[src/rtl/bmcs_pkg.sv]
package bmcs_pkg;

    // default sizes
    localparam int MAX_STATIONS_DEF    = 64;
    localparam int MAX_ITERATIONS_DEF  = 200;
    localparam int CDF_TABLE_DEPTH_DEF = 1024;

    // field widths
    localparam int MAG_W   = 24;
    localparam int WT_W    = 23;
    localparam int SIG_W   = 19;
    localparam int SIGU_W  = 20;
    localparam int DEV_W   = 24;
    localparam int PROB_W  = 31;
    localparam int ENT_W   = MAG_W + DEV_W;
    localparam int CFG_IDX_W = 1;

    // probabilities, Q30
    localparam logic [PROB_W-1:0] Q30_ONE  = 31'd1073741824;
    localparam logic [PROB_W-1:0] Q30_HALF = 31'd536870912;
    localparam logic [PROB_W-1:0] P_LO     = 31'd1017370378;
    localparam logic [PROB_W-1:0] P_HI     = 31'd1022739088;
    localparam logic [PROB_W-1:0] P_90     = 31'd966367642;
    localparam logic [PROB_W-1:0] P_95     = 31'd1020054733;

    // magnitude steps and limits, Q16
    localparam logic signed [27:0] STEP005 = 28'sd3277;
    localparam logic signed [27:0] STEP01  = 28'sd6554;
    localparam logic signed [MAG_W-1:0] MAG_MAX = 24'sh7FFFFF;
    localparam logic signed [MAG_W-1:0] MAG_MIN = 24'sh800000;

    localparam logic [SIG_W-1:0]  SIGMA_RESET = 19'd13107;
    localparam logic [SIG_W-1:0]  SIGMA_SAT   = 19'd524287;
    localparam logic [SIGU_W-1:0] SIGMA_NONE  = 20'hF0000;

    // reciprocals of 5 for the constant divisions
    localparam logic [22:0] RECIP5_25 = 23'd6710887;
    localparam logic [26:0] RECIP5_29 = 27'd107374183;

    // shared divider
    localparam int DIV_NUM_W = 56;
    localparam int DIV_DEN_W = 31;
    localparam int DIV_Q_W   = 26;
    localparam int DIV_CNT_W = 5;

    // square root unit
    localparam int SQ_W   = 48;
    localparam int SQ_R_W = 24;

    typedef enum logic [CFG_IDX_W-1:0] {
        CFG_SIGMA_LOW  = 1'b0,
        CFG_SIGMA_HIGH = 1'b1
    } cfg_idx_t;

    typedef struct packed {
        logic signed [MAG_W-1:0] station_mag;
        logic [WT_W-1:0]         station_weight;
        logic signed [MAG_W-1:0] average_mag;
        logic                    upper_side;
        logic                    last;
    } s_payload_t;

    typedef struct packed {
        logic signed [MAG_W-1:0]  net_mag;
        logic signed [SIGU_W-1:0] sigma_used;
        logic                     status;
    } m_payload_t;

    typedef struct packed {
        logic                 start;
        logic [DIV_NUM_W-1:0] num;
        logic [DIV_DEN_W-1:0] den;
    } div_req_t;

    typedef struct packed {
        logic               done;
        logic               ovf;
        logic [DIV_Q_W-1:0] quot;
    } div_rsp_t;

    typedef struct packed {
        logic            start;
        logic [SQ_W-1:0] val;
    } sq_req_t;

    typedef struct packed {
        logic              done;
        logic [SQ_R_W-1:0] root;
    } sq_rsp_t;

    typedef enum logic [4:0] {
        ST_IDLE,
        ST_SIGMA,
        ST_SIGSQ,
        ST_PREP_RD,
        ST_PREP_SUM,
        ST_PREP_SQ,
        ST_PREP_WAIT,
        ST_ROUND,
        ST_ST_RD,
        ST_ST_Z,
        ST_ST_DIV,
        ST_ST_ROM,
        ST_ST_PHI,
        ST_ST_MUL,
        ST_EVAL,
        ST_SEC_MUL,
        ST_SEC_DIV,
        ST_SEC_WAIT,
        ST_NEXT,
        ST_DONE
    } state_t;

endpackage

[src/rtl/bmcs_div.sv]
module bmcs_div (
    input  logic               aclk,
    input  logic               aresetn,
    input  bmcs_pkg::div_req_t req,
    output bmcs_pkg::div_rsp_t rsp
);

    localparam int NW = bmcs_pkg::DIV_NUM_W;
    localparam int DW = bmcs_pkg::DIV_DEN_W;
    localparam int QW = bmcs_pkg::DIV_Q_W;
    localparam int CW = bmcs_pkg::DIV_CNT_W;

    logic          busy_reg;
    logic          done_reg;
    logic          ovf_reg;
    logic [CW-1:0] cnt_reg;
    logic [DW-1:0] rem_reg;
    logic [QW-1:0] quo_reg;
    logic [DW-1:0] den_reg;

    logic          ovf_next;
    logic [DW:0]   rem_sh;
    logic          ge;
    logic [DW:0]   rem_sub;

    // quotient would not fit in QW bits
    assign ovf_next = {1'b0, req.num} >= {req.den, {QW{1'b0}}};
    assign rem_sh   = {rem_reg, quo_reg[QW-1]};
    assign ge       = rem_sh >= {1'b0, den_reg};
    assign rem_sub  = rem_sh - {1'b0, den_reg};

    always_ff @(posedge aclk) begin
        if (!aresetn) begin
            busy_reg <= 1'b0;
            done_reg <= 1'b0;
            cnt_reg  <= '0;
        end else begin
            done_reg <= 1'b0;
            if (req.start) begin
                busy_reg <= !ovf_next;
                done_reg <= ovf_next;
                cnt_reg  <= '0;
            end else if (busy_reg) begin
                cnt_reg <= cnt_reg + CW'(1);
                if (cnt_reg == CW'(QW - 1)) begin
                    busy_reg <= 1'b0;
                    done_reg <= 1'b1;
                end
            end
        end
    end

    always_ff @(posedge aclk) begin
        if (req.start) begin
            ovf_reg <= ovf_next;
            den_reg <= req.den;
            rem_reg <= {1'b0, req.num[NW-1:QW]};
            quo_reg <= req.num[QW-1:0];
        end else if (busy_reg) begin
            rem_reg <= ge ? rem_sub[DW-1:0] : rem_sh[DW-1:0];
            quo_reg <= {quo_reg[QW-2:0], ge};
        end
    end

    assign rsp.done = done_reg;
    assign rsp.ovf  = ovf_reg;
    assign rsp.quot = quo_reg;

endmodule

[config.mk]
export PLATFORM = sky130hd
export DESIGN_NAME = bmcs_div
export DESIGN_NICKNAME = d
export VERILOG_FILES = /design/src/rtl/bmcs_pkg.sv /design/src/rtl/bmcs_div.sv
export SDC_FILE = /design/constraint.sdc
export NUM_CORES = 1
export LEC_CHECK = 0
export ABC_AREA = 1
export BUFFER_PORTS_ARGS = -buffer_cell sky130_fd_sc_hd__clkbuf_2
export CAP_MARGIN = 40
export CORE_MARGIN = 2
export CORE_UTILIZATION = 30
export CTS_BUF_LIST = sky130_fd_sc_hd__clkbuf_4
export DETAILED_ROUTE_END_ITERATION = 8
export SLEW_MARGIN = 40
export SYNTH_ARGS = -nofsm -noshare
export SYNTH_HDL_FRONTEND = slang
export SYNTH_SLANG_ARGS = --single-unit
[constraint.sdc]
create_clock -name aclk -period 7.3 [get_ports aclk]
set_input_delay 0.365 -clock aclk [delete_from_list [all_inputs] [get_ports aclk]]
set_output_delay 0.365 -clock aclk [all_outputs]
set_load 0.05 [all_outputs]
==> out/results.tsv <==
metric	value	unit
fin_nets	1377	
postSynthNetCount	1266	
post_synth_inst_count	1112	
critPathArrivalTime	3.19	ns
drt_iter0_drc	379	
fp-row-count	58	
drt_first_pass_iters	5	
num-fill-cells	2728	
vias_per_cell	4.57	
clk_transition_reported_paths	0.17	ns
timing.final.setup_violations	0	
crit_path_cell_trace	ha_1 -> nand2_1 -> inv_2 -> nand2_1 -> nand2_1 -> a21oi_2 -> nor2_4 -> nor2_8 -> nand2_4 -> nand2_2 -> nand2_1 -> nand2_1 -> nand2_1	
worst_setup_path_start_kind	flop	
crit_path_top_delay_cell	edfxtp_1	
tightestPinTransition	0.800	ns
final_max_slew_viol_count	0	
largest_incremental_delay_on_the_critical_path	0.45	ns
cts_inserted_buffers	9	
layout-drive-gt1-share	13.2	%
timing.critical_path.required	7.59	ns
ys_seq_elements	96	
globalplace.congestion	0.974	
final_common_cell	nand2_1	
dpl.hpwl	17000	um
worst-path-max-fanout	32	
port-buffer-count	117	
place.detailed.instances	1539	
synth.cell_area	7760	um2
fin_worst_skew	0.0277	ns
max_cap_violations	0	
setup_repair_after_global_routing_missed_its_margin	false	
cts_resized	0	
core_area	25300	um2
synth_cell_type_count	43	
drt_drc_violations_left	0	
totalNegativeSetupSlack	0	ns
grt_overflow	0	
cp_dominant_cell_by_count	nand2_1	
dieWidth	165	um
power_density	236	nW/um2
postRouteAntennaNets	0	
critPathBufInv	1	
final_cells	1560	
vias_in_the_first_global_route	7195	
ir_worst_vdd	0.116	mV
cpLargestDelayFamily	simple AND/OR/NAND/NOR gates	
floorplan.initialDensity	30.6	%
crit_type	reg -> reg	
post_synth_main_area_contributors	edfxtp_1 34%, nand2_1 20%, inv_1 11%	
final_cell_mix	412 x nand2_1, 228 x inv_1, 117 x clkbuf_2, 88 x edfxtp_1, 69 x nand3_1	
post-route-period-util	39.8	%
grt_antenna_before_repair	1	
areaGrowthSynthToFinish	13.7	%
netlist.top_cell.by_area	edfxtp_1	
routed_wire_length_per_instance	13.7	um
outcome	completed	
cts_tree	done	
grt_max_degree	84	
max_slew_margin	46.7	%
die-area	27200	um2
boundaryPins	118	
die_height	165	um
synth_seq_area_share	36.1	%
longest_clk_path_bufs	2	
synth_largest_type_area_fraction	34.0	%
hold_path_class	in -> reg	
layout_min_cycle_time	2.91	ns
max_clock_freq	344	MHz
numClockSinks	96	
grt_pass1_wl	35100	um
cp-end-kind	flop	
cts_root_buf	clkbuf_4	
h-tree-depth	3	
synthesis.yosys.warnings	0	
number_of_vias_after_detailed_routing	7126	
clock_insertion_delay_worst_skew	0.50	ns
grt_util_all_layers	16.5	%
static-leakage-power	4.78	nW
hold_violations	0	
postRouteWirelength	21400	um
synth_area_per_cell	6.98	um2
[logic make-up after synthesis]
| family | share of synthesized area, % |
|---|---|
| flops | 36.1 |
| buf+inv | 13.0 |
| fa+ha+maj | 10.4 |
| compound gates | 4.69 |
| xor+xnor | 1.69 |
| simple gates | 34.0 |
[power breakdown]
part | internal [mW] | switching, mW | total (mW)
logic | 0.357 | 0.706 | 1.06
registers | 0.701 | 0.0422 | 0.743
clock network | 0.0727 | 0.207 | 0.279
total | 1.13 | 0.955 | 2.09
[per-stage QoR]
step	worst slack (ns)	cell area, um2	total power, mW	hold WS [ns]	util, %
2_1_floorplan	4.73	7760	1.55	0.463	-
3_3_place_gp	4.49	8650	1.80	0.484	34.1
3_5_place_dp	4.41	8650	1.81	0.500	34.1
4_1_cts	4.39	8780	2.09	0.00209	34.7
5_1_grt	4.17	8820	2.27	0.0168	34.8
6_report	4.39	8820	2.09	0.0487	34.8
[layout make-up]
cell class	count	area, um2	share of cell area (%)
diodes	2	5.00	0.0567
well taps	330	413	4.68
flip-flops and latches	96	2800	31.8
multi-input cells	760	3950	44.7
inverters	233	875	9.91
clock inverters	7	55.1	0.624
clock buffers	9	67.6	0.766
repair buffers	123	658	7.46
[cell usage after synthesis (all sizes together)]
master  instances
nor3b           1
and3            1
xnor2          13
o21a            2
a21boi          1
nor3            9
nand2         422
dfxtp           8
o21ai          28
a21o            1
nor4            2
nand3          70
buf            13
nor2           62
nand4          23
a31oi           1
xor2            2
a21oi          30
nand3b         21
fa              1
clkinv          1
clkbuf         10
o21bai          2
and2            2
o211ai          1
inv           232
edfxtp         88
a211oi          1
or2             1
ha             63
[repair_timing]
item                       in CTS  in global routing
setup endpoints to repair       0                  0
hold buffers                    1                  0
hold endpoints to repair        1                  0
buffers inserted                0                  0
[path summary, 6_finish.rpt]
kind	startpoint	to	slack, ns	cells after the start
setup / recovery	rem_reg[22]	rem_reg[19]	4.39	13
hold reg to reg	cnt_reg[4]	cnt_reg[4]	0.53	1
hold / removal	req[24]	den_reg[24]	0.05	1
setup reg to reg	rem_reg[22]	rem_reg[19]	4.39	13
[metal layers]
layer	track usage [%]	up-vias	routed length (um)
met2	29.3	187	10300
li1	-	3701	-
met1	20.4	3204	9430
met3	2.96	34	1110
met5	0	-	0
met4	5.18	0	540
(Power assumes the default switching activity.)
