## config.mk

```make
export PLATFORM = sky130hd
export DESIGN_NAME = bmcs_isqrt
export DESIGN_NICKNAME = d
export VERILOG_FILES = /design/src/rtl/bmcs_pkg.sv /design/src/rtl/bmcs_isqrt.sv
export SDC_FILE = /design/constraint.sdc
export NUM_CORES = 1
export LEC_CHECK = 0
export BUFFER_PORTS_ARGS = -buffer_cell sky130_fd_sc_hd__buf_2
export CORE_ASPECT_RATIO = 0.7
export CORE_MARGIN = 5
export CORE_UTILIZATION = 40
export CTS_CLUSTER_SIZE = 14
export DETAILED_ROUTE_END_ITERATION = 8
export SETUP_SLACK_MARGIN = 0.3
export SLEW_MARGIN = 0
export SYNTH_ARGS = -nofsm -noshare
export SYNTH_HDL_FRONTEND = slang
export SYNTH_SLANG_ARGS = --single-unit
export TNS_END_PERCENT = 100
```

## constraint.sdc

```tcl
create_clock -name aclk -period 5.6 [get_ports aclk]
set_input_delay 0.56 -clock aclk [delete_from_list [all_inputs] [get_ports aclk]]
set_output_delay 0.56 -clock aclk [all_outputs]
set_load 0.02 [all_outputs]
```

## src/rtl/bmcs_pkg.sv

```systemverilog
package bmcs_pkg;

    // default sizes
    localparam int MAX_STATIONS_DEF    = 64;
    localparam int MAX_ITERATIONS_DEF  = 200;
    localparam int CDF_TABLE_DEPTH_DEF = 1024;

    // field widths
    localparam int MAG_W   = 24;
    localparam int WT_W    = 23;
    localparam int SIG_W   = 19;
    localparam int SIGU_W  = 20;
    localparam int DEV_W   = 24;
    localparam int PROB_W  = 31;
    localparam int ENT_W   = MAG_W + DEV_W;
    localparam int CFG_IDX_W = 1;

    // probabilities, Q30
    localparam logic [PROB_W-1:0] Q30_ONE  = 31'd1073741824;
    localparam logic [PROB_W-1:0] Q30_HALF = 31'd536870912;
    localparam logic [PROB_W-1:0] P_LO     = 31'd1017370378;
    localparam logic [PROB_W-1:0] P_HI     = 31'd1022739088;
    localparam logic [PROB_W-1:0] P_90     = 31'd966367642;
    localparam logic [PROB_W-1:0] P_95     = 31'd1020054733;

    // magnitude steps and limits, Q16
    localparam logic signed [27:0] STEP005 = 28'sd3277;
    localparam logic signed [27:0] STEP01  = 28'sd6554;
    localparam logic signed [MAG_W-1:0] MAG_MAX = 24'sh7FFFFF;
    localparam logic signed [MAG_W-1:0] MAG_MIN = 24'sh800000;

    localparam logic [SIG_W-1:0]  SIGMA_RESET = 19'd13107;
    localparam logic [SIG_W-1:0]  SIGMA_SAT   = 19'd524287;
    localparam logic [SIGU_W-1:0] SIGMA_NONE  = 20'hF0000;

    // reciprocals of 5 for the constant divisions
    localparam logic [22:0] RECIP5_25 = 23'd6710887;
    localparam logic [26:0] RECIP5_29 = 27'd107374183;

    // shared divider
    localparam int DIV_NUM_W = 56;
    localparam int DIV_DEN_W = 31;
    localparam int DIV_Q_W   = 26;
    localparam int DIV_CNT_W = 5;

    // square root unit
    localparam int SQ_W   = 48;
    localparam int SQ_R_W = 24;

    typedef enum logic [CFG_IDX_W-1:0] {
        CFG_SIGMA_LOW  = 1'b0,
        CFG_SIGMA_HIGH = 1'b1
    } cfg_idx_t;

    typedef struct packed {
        logic signed [MAG_W-1:0] station_mag;
        logic [WT_W-1:0]         station_weight;
        logic signed [MAG_W-1:0] average_mag;
        logic                    upper_side;
        logic                    last;
    } s_payload_t;

    typedef struct packed {
        logic signed [MAG_W-1:0]  net_mag;
        logic signed [SIGU_W-1:0] sigma_used;
        logic                     status;
    } m_payload_t;

    typedef struct packed {
        logic                 start;
        logic [DIV_NUM_W-1:0] num;
        logic [DIV_DEN_W-1:0] den;
    } div_req_t;

    typedef struct packed {
        logic               done;
        logic               ovf;
        logic [DIV_Q_W-1:0] quot;
    } div_rsp_t;

    typedef struct packed {
        logic            start;
        logic [SQ_W-1:0] val;
    } sq_req_t;

    typedef struct packed {
        logic              done;
        logic [SQ_R_W-1:0] root;
    } sq_rsp_t;

    typedef enum logic [4:0] {
        ST_IDLE,
        ST_SIGMA,
        ST_SIGSQ,
        ST_PREP_RD,
        ST_PREP_SUM,
        ST_PREP_SQ,
        ST_PREP_WAIT,
        ST_ROUND,
        ST_ST_RD,
        ST_ST_Z,
        ST_ST_DIV,
        ST_ST_ROM,
        ST_ST_PHI,
        ST_ST_MUL,
        ST_EVAL,
        ST_SEC_MUL,
        ST_SEC_DIV,
        ST_SEC_WAIT,
        ST_NEXT,
        ST_DONE
    } state_t;

endpackage

```

## src/rtl/bmcs_isqrt.sv

```systemverilog
module bmcs_isqrt (
    input  logic              aclk,
    input  logic              aresetn,
    input  bmcs_pkg::sq_req_t req,
    output bmcs_pkg::sq_rsp_t rsp
);

    localparam int W = bmcs_pkg::SQ_W;

    logic         busy_reg;
    logic         done_reg;
    logic [W-1:0] v_reg;
    logic [W-1:0] r_reg;
    logic [W-1:0] b_reg;
    logic [W-1:0] trial;

    assign trial = r_reg + b_reg;

    always_ff @(posedge aclk) begin
        if (!aresetn) begin
            busy_reg <= 1'b0;
            done_reg <= 1'b0;
        end else begin
            done_reg <= 1'b0;
            if (req.start) begin
                busy_reg <= 1'b1;
            end else if (busy_reg && b_reg == W'(1)) begin
                busy_reg <= 1'b0;
                done_reg <= 1'b1;
            end
        end
    end

    // one result bit per cycle, highest even bit first
    always_ff @(posedge aclk) begin
        if (req.start) begin
            v_reg <= req.val;
            r_reg <= '0;
            b_reg <= W'(1) << (W - 2);
        end else if (busy_reg) begin
            if (v_reg >= trial) begin
                v_reg <= v_reg - trial;
                r_reg <= (r_reg >> 1) + b_reg;
            end else begin
                r_reg <= r_reg >> 1;
            end
            b_reg <= b_reg >> 2;
        end
    end

    assign rsp.done = done_reg;
    assign rsp.root = r_reg[bmcs_pkg::SQ_R_W-1:0];

endmodule

```

==> results of run 1 <==
-- cell usage after synthesis (all sizes together), types with 37 or more instances --
| master | number | area (sq um) |
|---|---|---|
| edfxtp | 48 | 1441 |
| a21oi | 81 | 412.9 |
| o21ai | 124 | 631.9 |
| clkbuf | 40 | 150.1 |
| xor2 | 50 | 437.9 |
| dfxtp | 74 | 1481 |
| a21o | 37 | 285.3 |
| nand2 | 134 | 510.5 |
| nor2 | 150 | 563.0 |
| ha | 98 | 1226 |
| a31oi | 41 | 277.8 |
| buf | 46 | 305.3 |
| mux2i | 41 | 410.4 |
| xnor2 | 62 | 543.0 |
-- layout make-up --
type,count,area [sq um]
timing repair buffer,125,823.3
clock buffer,23,489.2
tap,364,455.4
fill,2602,14270
inverter,31,116.4
multi-input combinational,1106,7662
sequential,122,2937
clock inverter,9,83.83
-- routing by layer --
| layer | vias to the layer above | wire, um |
|---|---|---|
| met5 | - | 0 |
| met4 | 0 | 309 |
| met3 | 22 | 2266 |
| met2 | 307 | 11830 |
| met1 | 4668 | 16960 |
| li1 | 5053 | - |
-- cell families after synthesis --
group                      after synthesis  share of synthesized area (%)
DFF                                    122                          26.69
and+or+nand+nor                        435                          18.53
AOI/OAI and AO/OA                      416                          25.16
xor gates and xnor gates               112                          8.958
adders and majority gates               99                          11.38
muxes                                   44                          4.056
buffers and inverters                  117                          5.222
-- worst min path at each step --
stage	start	to	slack [ns]	cells after the start
after floorplan	r_reg[0]	r_reg[0]	0.48	2
after CTS	aresetn	done_reg	0.36	2
after global placement	r_reg[0]	r_reg[0]	0.49	2
after detailed placement	r_reg[0]	r_reg[0]	0.51	2
after global routing	aresetn	done_reg	0.38	2
final	aresetn	done_reg	0.38	2
-- stage by stage --
stage / setup slack [ns] / std cells / hold WS (ns) / util (%) / instance area [sq um]
final: 0.5425 / 1780 / 0.3839 / 46.83 / 12570
after detailed placement: 0.1410 / 1737 / 0.5114 / 43.52 / 11680
after floorplan: 0.4406 / 1345 / 0.4795 / - / 10960
after global routing: 0.2687 / 1780 / 0.3807 / 46.83 / 12570
after global placement: 0.2699 / 1737 / 0.4903 / 43.52 / 11680
after CTS: 0.3082 / 1774 / 0.3638 / 46.03 / 12350
-- worst max-delay path, stage by stage, from the launching register on --
cell,delay [ns]
dfxtp_4,0.37
ha_4,0.27
a31oi_2,0.24
o21bai_2,0.11
a21o_1,0.21
a22o_1,0.24
or3_4,0.37
a31oi_4,0.19
o21ai_4,0.09
a21o_1,0.22
a31oi_1,0.22
xor2_1,0.19
ha_2,0.34
a21o_1,0.17
a21o_1,0.17
a221oi_1,0.26
o21ai_1,0.14
a311oi_4,0.33
buf_4,0.19
bufbuf_16,0.28
nand2_1,0.06
o21ai_0,0.10
mux2i_1,0.10
nor2_1,0.11
-- where the power goes --
part           switching, mW  leakage, nW  internal (mW)
sequential             0.170         1.09           1.21
combinational           1.84         3.60           1.34
clock                  0.439        0.288          0.662
total                   2.45         4.98           3.21
-- repair_timing --
action,4_1_cts,5_1_grt
gates cloned,1,0
endpoints found under the setup margin,30,103
buffers inserted,4,6
hold buffers,0,0
pin swaps,2,16
gates resized for setup,8,32
==> out/results.ini, run 1 <==
[global_route]
grt_antenna_before_repair = 0
grt_use_total_pct = 19.81
met3_usage_pct = 3.732
grt_first_pass_wirelength_um = 49470
grt-busiest-layer = met1
grt_pass1_vias = 9007
grt.overflow.total = 0
grt_max_degree = 82
met2_usage_pct = 25.75
grtUsageMet1_pct = 32.96

[sta]
finalHoldViolCount = 0
rsz0062_at_grt = true
slew_violations = 0
finalSetupViolations = 0
fin_skew_ns = 0.008641
worst-slew-pin-transition_ns = 0.8392
relSlewSlack_pct = 44.06
setup_tns_ns = 0
period_needed_ns = 5.058
period_share_pct = 90.31
fmax_ghz = 0.1977

[clock_network]
root_buffer = clkbuf_16
clkSlewWorstSetupHoldPaths_ns = 0.06
cts_buffer_depth = 2
numCtsBuffers = 17
cts_tree = done
h-tree-depth = 4
clock_latency_ns = 0.43
cts_sinks = 122

[pwr]
total_power_mw = 5.663
leakage_nw = 4.977
ir_worst_vdd_uv = 231.1
cellPowerDensity_nw_per_um2 = 450.7

[route]
drc = 0
drt-initial-drc-count = 872
routedWlPerCell_um = 17.62
drt-total-wl_um = 31360
vias = 10050
drt_first_pass_iters = 5
antenna_left = 0
vias_per_cell = 5.646

[setup_path]
crit_start = r_reg[2]
regToRegStartpoint = r_reg[2]
crit_fanout = 17
crit_path_end = r_reg[2]
reg2reg_to = r_reg[2]
rr_worst_depth = 23
worstPathRequired_ns = 5.96
startpoint_type = register
end_kind = register
reg2reg_slack_ns = 0.54
critPathKind = reg2reg
arrival_ns = 5.42

[placed_design]
gp_congestion = 0.8655
io_buffers = 75
dpl.hpwl_um = 23710

[die]
die_y_um = 148.4
coreArea_sq_um = 26840
rows = 50
io_pins = 76
die_w_um = 207.8
dieArea_sq_um = 30840
initial_core_util_pct = 40.80

[synth]
synth_seq_area_share_pct = 26.69
synth_edf_count = 48
async_flop_share_pct = 0
synth-main-ff-cell = dfxtp_1
yosysWarnings = 0
syn_inst = 1345
synth_cell_type_count = 87
synth_fp_nets = 1495
synth_area_sq_um = 10950
synth.avg_cell_area_sq_um = 8.142
ys_seq_elements = 122

[layout]
final_common_cell = nor2_1
antenna_cells = 0
mostFrequentLayoutCells = nor2_1 (150), nand2_1 (130), o21ai_0 (115)
drive_above_1_share_pct = 16.53
area_growth_pct = 14.76
final_nets = 1553

[job]
maxCapViolations = 0

[worst_hold_path]
hp-class = in2reg

[outcome]
status = finished clean

Note: power is estimated with default switching activity, not from simulation.
==> inputs of run 2 (changes only) <==
--- a/config.mk
+++ b/config.mk
@@ -6,11 +6,14 @@
 export NUM_CORES = 1
 export LEC_CHECK = 0
 export BUFFER_PORTS_ARGS = -buffer_cell sky130_fd_sc_hd__buf_2
+export CELL_PAD_IN_SITES_DETAIL_PLACEMENT = 1
+export CELL_PAD_IN_SITES_GLOBAL_PLACEMENT = 1
 export CORE_ASPECT_RATIO = 0.7
 export CORE_MARGIN = 5
 export CORE_UTILIZATION = 40
 export CTS_CLUSTER_SIZE = 14
 export DETAILED_ROUTE_END_ITERATION = 8
+export PLACE_DENSITY_LB_ADDON = 0.1
 export SETUP_SLACK_MARGIN = 0.3
 export SLEW_MARGIN = 0
 export SYNTH_ARGS = -nofsm -noshare
==> run 2 against run 1 <==
Effect of this change:
- sequential power barely moved
- sequential share of layout area is 0.46 points lower
- final cell count rose by 0.45%
- non-clock buffer count rose by 9
- sequential cell count stayed put
- cell area up 2.4%
- critical path type unchanged
==> out/results.ini, run 2 (synthesis results as in run 1) <==
[setup_path]
crit_start = b_reg[20]
critical_path.cell_chain = ha_4 > a31oi_2 > o21ai_0 > nor2b_1 > or4b_1 > o211ai_1 > nand2b_1 > a31oi_2 > o21bai_2 > a31oi_1 > xor2_1 > ha_1 > nand4_1 > nor2_1 > a221oi_2 > o21ai_1 > a311oi_4 > buf_4 > buf_12 > buf_6 > a21oi_1 > xnor2_1 > a211oi_1
worstPathRequired_ns = 5.95
critical_path_depth = 23
critPathKind = reg2reg
critPathTopFamily = compound AO/OA/AOI/OAI gates
regToRegStartpoint = b_reg[20]
crit_fanout = 15
end_kind = register
critical_path.most_common_cell = a31oi_2
critical_path_buf_inv_count = 3
reg2reg_to = r_reg[17]
slowest_stage = or4b_1
startpoint_type = register
rr_worst_depth = 23
reg2reg_slack_ns = 0.47
crit_path_max_incr_delay_ns = 0.48
arrival_ns = 5.48
crit_path_end = r_reg[17]

[placed_design]
post-place-ws_ns = 0.09624
io_buffers = 75
dpl.hpwl_um = 27920
gp_congestion = 0.8843

[layout]
mostFrequentLayoutCells = nor2_1 (149), nand2_1 (130), o21ai_0 (114)
antenna_cells = 0
final_common_cell = nor2_1
final_nets = 1562
fill_cells = 3191
drive_above_1_share_pct = 19.10
final_util_pct = 47.95
area_growth_pct = 17.53

[sta]
fmax_ghz = 0.1950
relSlewSlack_pct = 50.25
period_needed_ns = 5.128
rsz0062_at_grt = false
worst-slew-pin-transition_ns = 0.7385
setup_tns_ns = 0
worst_slack_ns = 0.4719
finalHoldViolCount = 0
fin_skew_ns = 0.01375
finalSetupViolations = 0
period_share_pct = 91.57
slew_violations = 0

[pwr]
swShare_pct = 43.99
net-switching-power_mw = 2.672
leakage_nw = 5.069
sequentialPowerShare_pct = 22.8
cellPowerDensity_nw_per_um2 = 472.0
clkPwrFrac_pct = 19.3
intPower_mw = 3.403
p_comb_share_pct = 57.8
total_power_mw = 6.075
ir_worst_vdd_uv = 284.4

[clock_network]
clock_latency_ns = 0.45
clkSlewWorstSetupHoldPaths_ns = 0.06
cts_tree = done
h-tree-depth = 4
root_buffer = clkbuf_16
cts_buffer_depth = 2
numCtsBuffers = 17
cts_sinks = 122
holdBufCountCts = 0

[route]
vias_per_cell = 5.880
vias = 10514
routedWlPerCell_um = 21.09
drc = 0
drt-total-wl_um = 37720
drt-initial-drc-count = 789
drt_first_pass_iters = 5
antenna_left = 0

[die]
rows = 50
die_w_um = 207.8
die_y_um = 148.4
initial_core_util_pct = 40.80
dieArea_sq_um = 30840
io_pins = 76
coreArea_sq_um = 26840

[outcome]
status = finished clean

[global_route]
grt_use_total_pct = 23.93
grt_antenna_before_repair = 1
grt_max_degree = 146
grt_first_pass_wirelength_um = 58760
grt.overflow.total = 0
grt_pass1_vias = 10306

[job]
maxCapViolations = 0

[worst_hold_path]
hp-class = in2reg

## run 2: cell types whose count changed in the layout (fill, tap and decap cells not counted), sizes merged
cell | previous run | this run
clkinv | 4 | 3
clkbuf | 23 | 24
buf | 124 | 132
inv | 35 | 34
bufbuf | 1 | 2
## run 2: power by group through the flow
stage          logic, mW  clock network, mW  registers [mW]
2_1_floorplan       2.29                  0            1.31
3_3_place_gp        3.00                  0            1.38
3_5_place_dp        3.07                  0            1.38
4_1_cts             3.34               1.19            1.37
5_1_grt             3.84               1.23            1.40
6_report            3.51               1.17            1.39
## run 2: area by class of cell
| class | count | area (sq um) | area share [%] |
|---|---|---|---|
| multi-input cells | 1106 | 7809 | 60.67 |
| flip-flops and latches | 122 | 2948 | 22.91 |
| repair buffers | 134 | 923.4 | 7.175 |
| clock buffers | 24 | 545.5 | 4.239 |
| well taps | 364 | 455.4 | 3.539 |
| inverters | 31 | 116.4 | 0.9041 |
| clock inverters | 7 | 72.57 | 0.5639 |
## run 2: repair_timing
item / in CTS / in global routing
endpoints found under the setup margin: 97 / 100
pin swaps: 5 / 20
hold endpoints to repair: 0 / 0
resized for setup: 21 / 55
gates cloned: 2 / 0
buffers inserted: 8 / 5
## run 2: worst min-delay path by stage
stage | startpoint | to | slack [ns] | cells past startpoint
finish | aresetn | done_reg | 0.37 | 2
global route | aresetn | done_reg | 0.36 | 2
CTS | aresetn | done_reg | 0.35 | 2
detailed placement | r_reg[0] | r_reg[0] | 0.51 | 2
global placement | r_reg[0] | r_reg[0] | 0.50 | 2
floorplan | r_reg[0] | r_reg[0] | 0.48 | 2
## run 2: routing by layer
metal  part of all wire (%)  GRT usage [%]  up-vias
li1                       -              -     5070
met1                     56          38.57     5196
met2                     38          32.34      226
met3                    5.0          4.828       20
met4                   0.91          4.759        2
met5                  0.034              0        -
## run 2: through the flow
stage | cells | hold WS [ns] | area (sq um)
finish | 1788 | 0.3715 | 12870
global placement | 1742 | 0.4978 | 11720
floorplan | 1345 | 0.4795 | 10960
global route | 1788 | 0.3564 | 12870
CTS | 1783 | 0.3518 | 12560
detailed placement | 1742 | 0.5117 | 11720
## run 2: worst reg2reg max path: stages, from the launching register on
cell and delay, ns:
dfxtp_1 0.37, ha_4 0.22, a31oi_2 0.21, o21ai_0 0.12, nor2b_1 0.16, or4b_1 0.48, o211ai_1 0.27, nand2b_1 0.16
a31oi_2 0.24, o21bai_2 0.11, a31oi_1 0.23, xor2_1 0.28, ha_1 0.33, nand4_1 0.21, nor2_1 0.10, a221oi_2 0.21
o21ai_1 0.13, a311oi_4 0.28, buf_4 0.18, buf_12 0.16, buf_6 0.17, a21oi_1 0.06, xnor2_1 0.15, a211oi_1 0.22
==> inputs of run 3 (changes only) <==
--- a/config.mk
+++ b/config.mk
@@ -10,7 +10,7 @@
 export CELL_PAD_IN_SITES_GLOBAL_PLACEMENT = 1
 export CORE_ASPECT_RATIO = 0.7
 export CORE_MARGIN = 5
-export CORE_UTILIZATION = 40
+export CORE_UTILIZATION = 43
 export CTS_CLUSTER_SIZE = 14
 export DETAILED_ROUTE_END_ITERATION = 8
 export PLACE_DENSITY_LB_ADDON = 0.1
==> run 3 against run 2 <==
Effect of this change:
- clock skew grew 0.0036 ns
- sequential power is essentially flat
- combinational power grew 2%
- setup slack gained 0.0030 ns
- count of clock-buffer cells in the layout shrank 1
- sequential cell count is the same
- sequential share of layout area grew 0.27 points
- wire length shrank 0.81%
- critical path type unchanged
==> out/results.ini, run 3 (synthesis results as in run 1) <==
[setup_path]
worstPathRequired_ns = 5.95
critical_path.cell_chain = ha_2 > ha_1 > a211oi_2 > nor3_2 > a21o_1 > a211o_1 > a21oi_2 > a21oi_1 > a31oi_1 > nor2_1 > o21ai_0 > xor2_1 > ha_1 > nand4_1 > buf_4 > nor4_4 > buf_4 > a311oi_4 > buf_6 > clkbuf_16 > or3_2 > a311oi_1
arrival_ns = 5.47
crit_fanout = 14
startpoint_type = register
slowest_stage = or3_2
crit_start = b_reg[0]
rr_worst_depth = 22
crit_path_end = r_reg[5]
crit_path_max_incr_delay_ns = 0.44
critPathKind = reg2reg
end_kind = register
reg2reg_slack_ns = 0.47
reg2reg_to = r_reg[5]
regToRegStartpoint = b_reg[0]

[route]
drt-initial-drc-count = 844
antenna_left = 0
routedWlPerCell_um = 21.40
vias = 10509
drt-total-wl_um = 37410
vias_per_cell = 6.012
drt_first_pass_iters = 5
drc = 0

[clock_network]
numCtsBuffers = 17
cts_sinks = 122
h-tree-depth = 4
cts_tree = done
clock_latency_ns = 0.45
root_buffer = clkbuf_16
cts_buffer_depth = 2
clkSlewWorstSetupHoldPaths_ns = 0.06

[sta]
finalHoldViolCount = 0
period_share_pct = 91.52
rsz0062_at_grt = true
period_needed_ns = 5.125
fmax_ghz = 0.1951
fin_skew_ns = 0.01736
worst-slew-pin-transition_ns = 0.8060
finalSetupViolations = 0
relSlewSlack_pct = 45.70
slew_violations = 0

[pwr]
ir_worst_vdd_uv = 246.7
leakage_nw = 5.057
total_power_mw = 6.070
cellPowerDensity_nw_per_um2 = 477.5

[global_route]
grt_use_total_pct = 25.22
grt_antenna_before_repair = 0
grt.overflow.total = 0
grt_max_degree = 70
grt_first_pass_wirelength_um = 57660
grt_pass1_vias = 10126

[die]
dieArea_sq_um = 28810
initial_core_util_pct = 44.04
coreArea_sq_um = 24860
die_w_um = 200.7
rows = 48
die_y_um = 143.5
io_pins = 76

[layout]
antenna_cells = 0
final_common_cell = nor2_1
area_growth_pct = 16.09
fill_cells = 3037
mostFrequentLayoutCells = nor2_1 (150), nand2_1 (130), o21ai_0 (115)
final_nets = 1560
final_cells = 1748
drive_above_1_share_pct = 17.99

[placed_design]
gp_congestion = 0.8868
dp.cells = 1699
io_buffers = 75
dpl.hpwl_um = 27320

[worst_hold_path]
hp-class = in2reg

[outcome]
status = finished clean

[job]
maxCapViolations = 0

run 3: cell count changes in the layout (fill, tap and decap cells not counted), moves of 4 or more:
cell,change
ha_4,-4
dfxtp_2,-4
clkinv_2,+4
ha_1,+5
run 3: layout make-up:
cell class / count / area (sq um) / area share (%)
timing repair buffer: 132 / 927.1 / 7.293
clock buffer: 23 / 521.8 / 4.104
inverter: 31 / 116.4 / 0.9154
sequential: 122 / 2947 / 23.18
tap: 325 / 406.6 / 3.199
clock inverter: 9 / 56.30 / 0.4429
multi-input combinational: 1106 / 7737 / 60.87
run 3: critical path, delay by kind of cell, from the launching register on:
kind | cells | cell delay [ns]
buffers and inverters | 4 | 0.76
XOR/XNOR | 1 | 0.35
AO/OA/AOI/OAI | 9 | 1.89
flip-flops | 1 | 0.34
adder cells (fa/ha/maj) | 3 | 0.71
AND/OR/NAND/NOR | 5 | 0.98
run 3: repair_timing:
action | CTS | global route
cloned | 1 | 3
setup endpoints to repair | 91 | 100
gates resized for setup | 17 | 48
hold buffers | 0 | 0
setup buffers | 3 | 10
pin swaps | 7 | 25
run 3: worst min path at each step:
stage | startpoint | endpoint | slack (ns) | depth (start not counted)
floorplan | r_reg[0] | r_reg[0] | 0.48 | 2
global placement | r_reg[0] | r_reg[0] | 0.50 | 2
detailed placement | r_reg[0] | r_reg[0] | 0.52 | 2
CTS | aresetn | done_reg | 0.35 | 2
global route | aresetn | done_reg | 0.36 | 2
finish | aresetn | done_reg | 0.37 | 2
run 3: report_power, final:
group	total [mW]	leakage, nW	internal (mW)	switching, mW
clock	1.12	0.293	0.656	0.460
sequential	1.38	1.09	1.21	0.171
combinational	3.57	3.67	1.47	2.10
total	6.07	5.06	3.34	2.73
run 3: routing by layer:
metal	track usage [%]	up-vias	share of wire [%]
met5	0	-	0
met4	5.356	0	1.1
met3	4.241	25	6.2
met2	34.82	282	39
met1	40.46	5131	53
li1	-	5071	-
run 3: stage by stage:
step | cell area, sq um | hold slack, ns | setup TNS [ns] | worst slack [ns] | util, %
6_report | 12710 | 0.3712 | 0 | 0.4749 | 51.13
5_1_grt | 12710 | 0.3609 | 0 | 0.2350 | 51.13
4_1_cts | 12360 | 0.3518 | 0 | 0.3434 | 49.70
3_5_place_dp | 11640 | 0.5152 | -0.01352 | -0.01352 | 46.81
3_3_place_gp | 11640 | 0.4973 | 0 | 0.3439 | 46.81
2_1_floorplan | 10960 | 0.4795 | 0 | 0.4406 | -
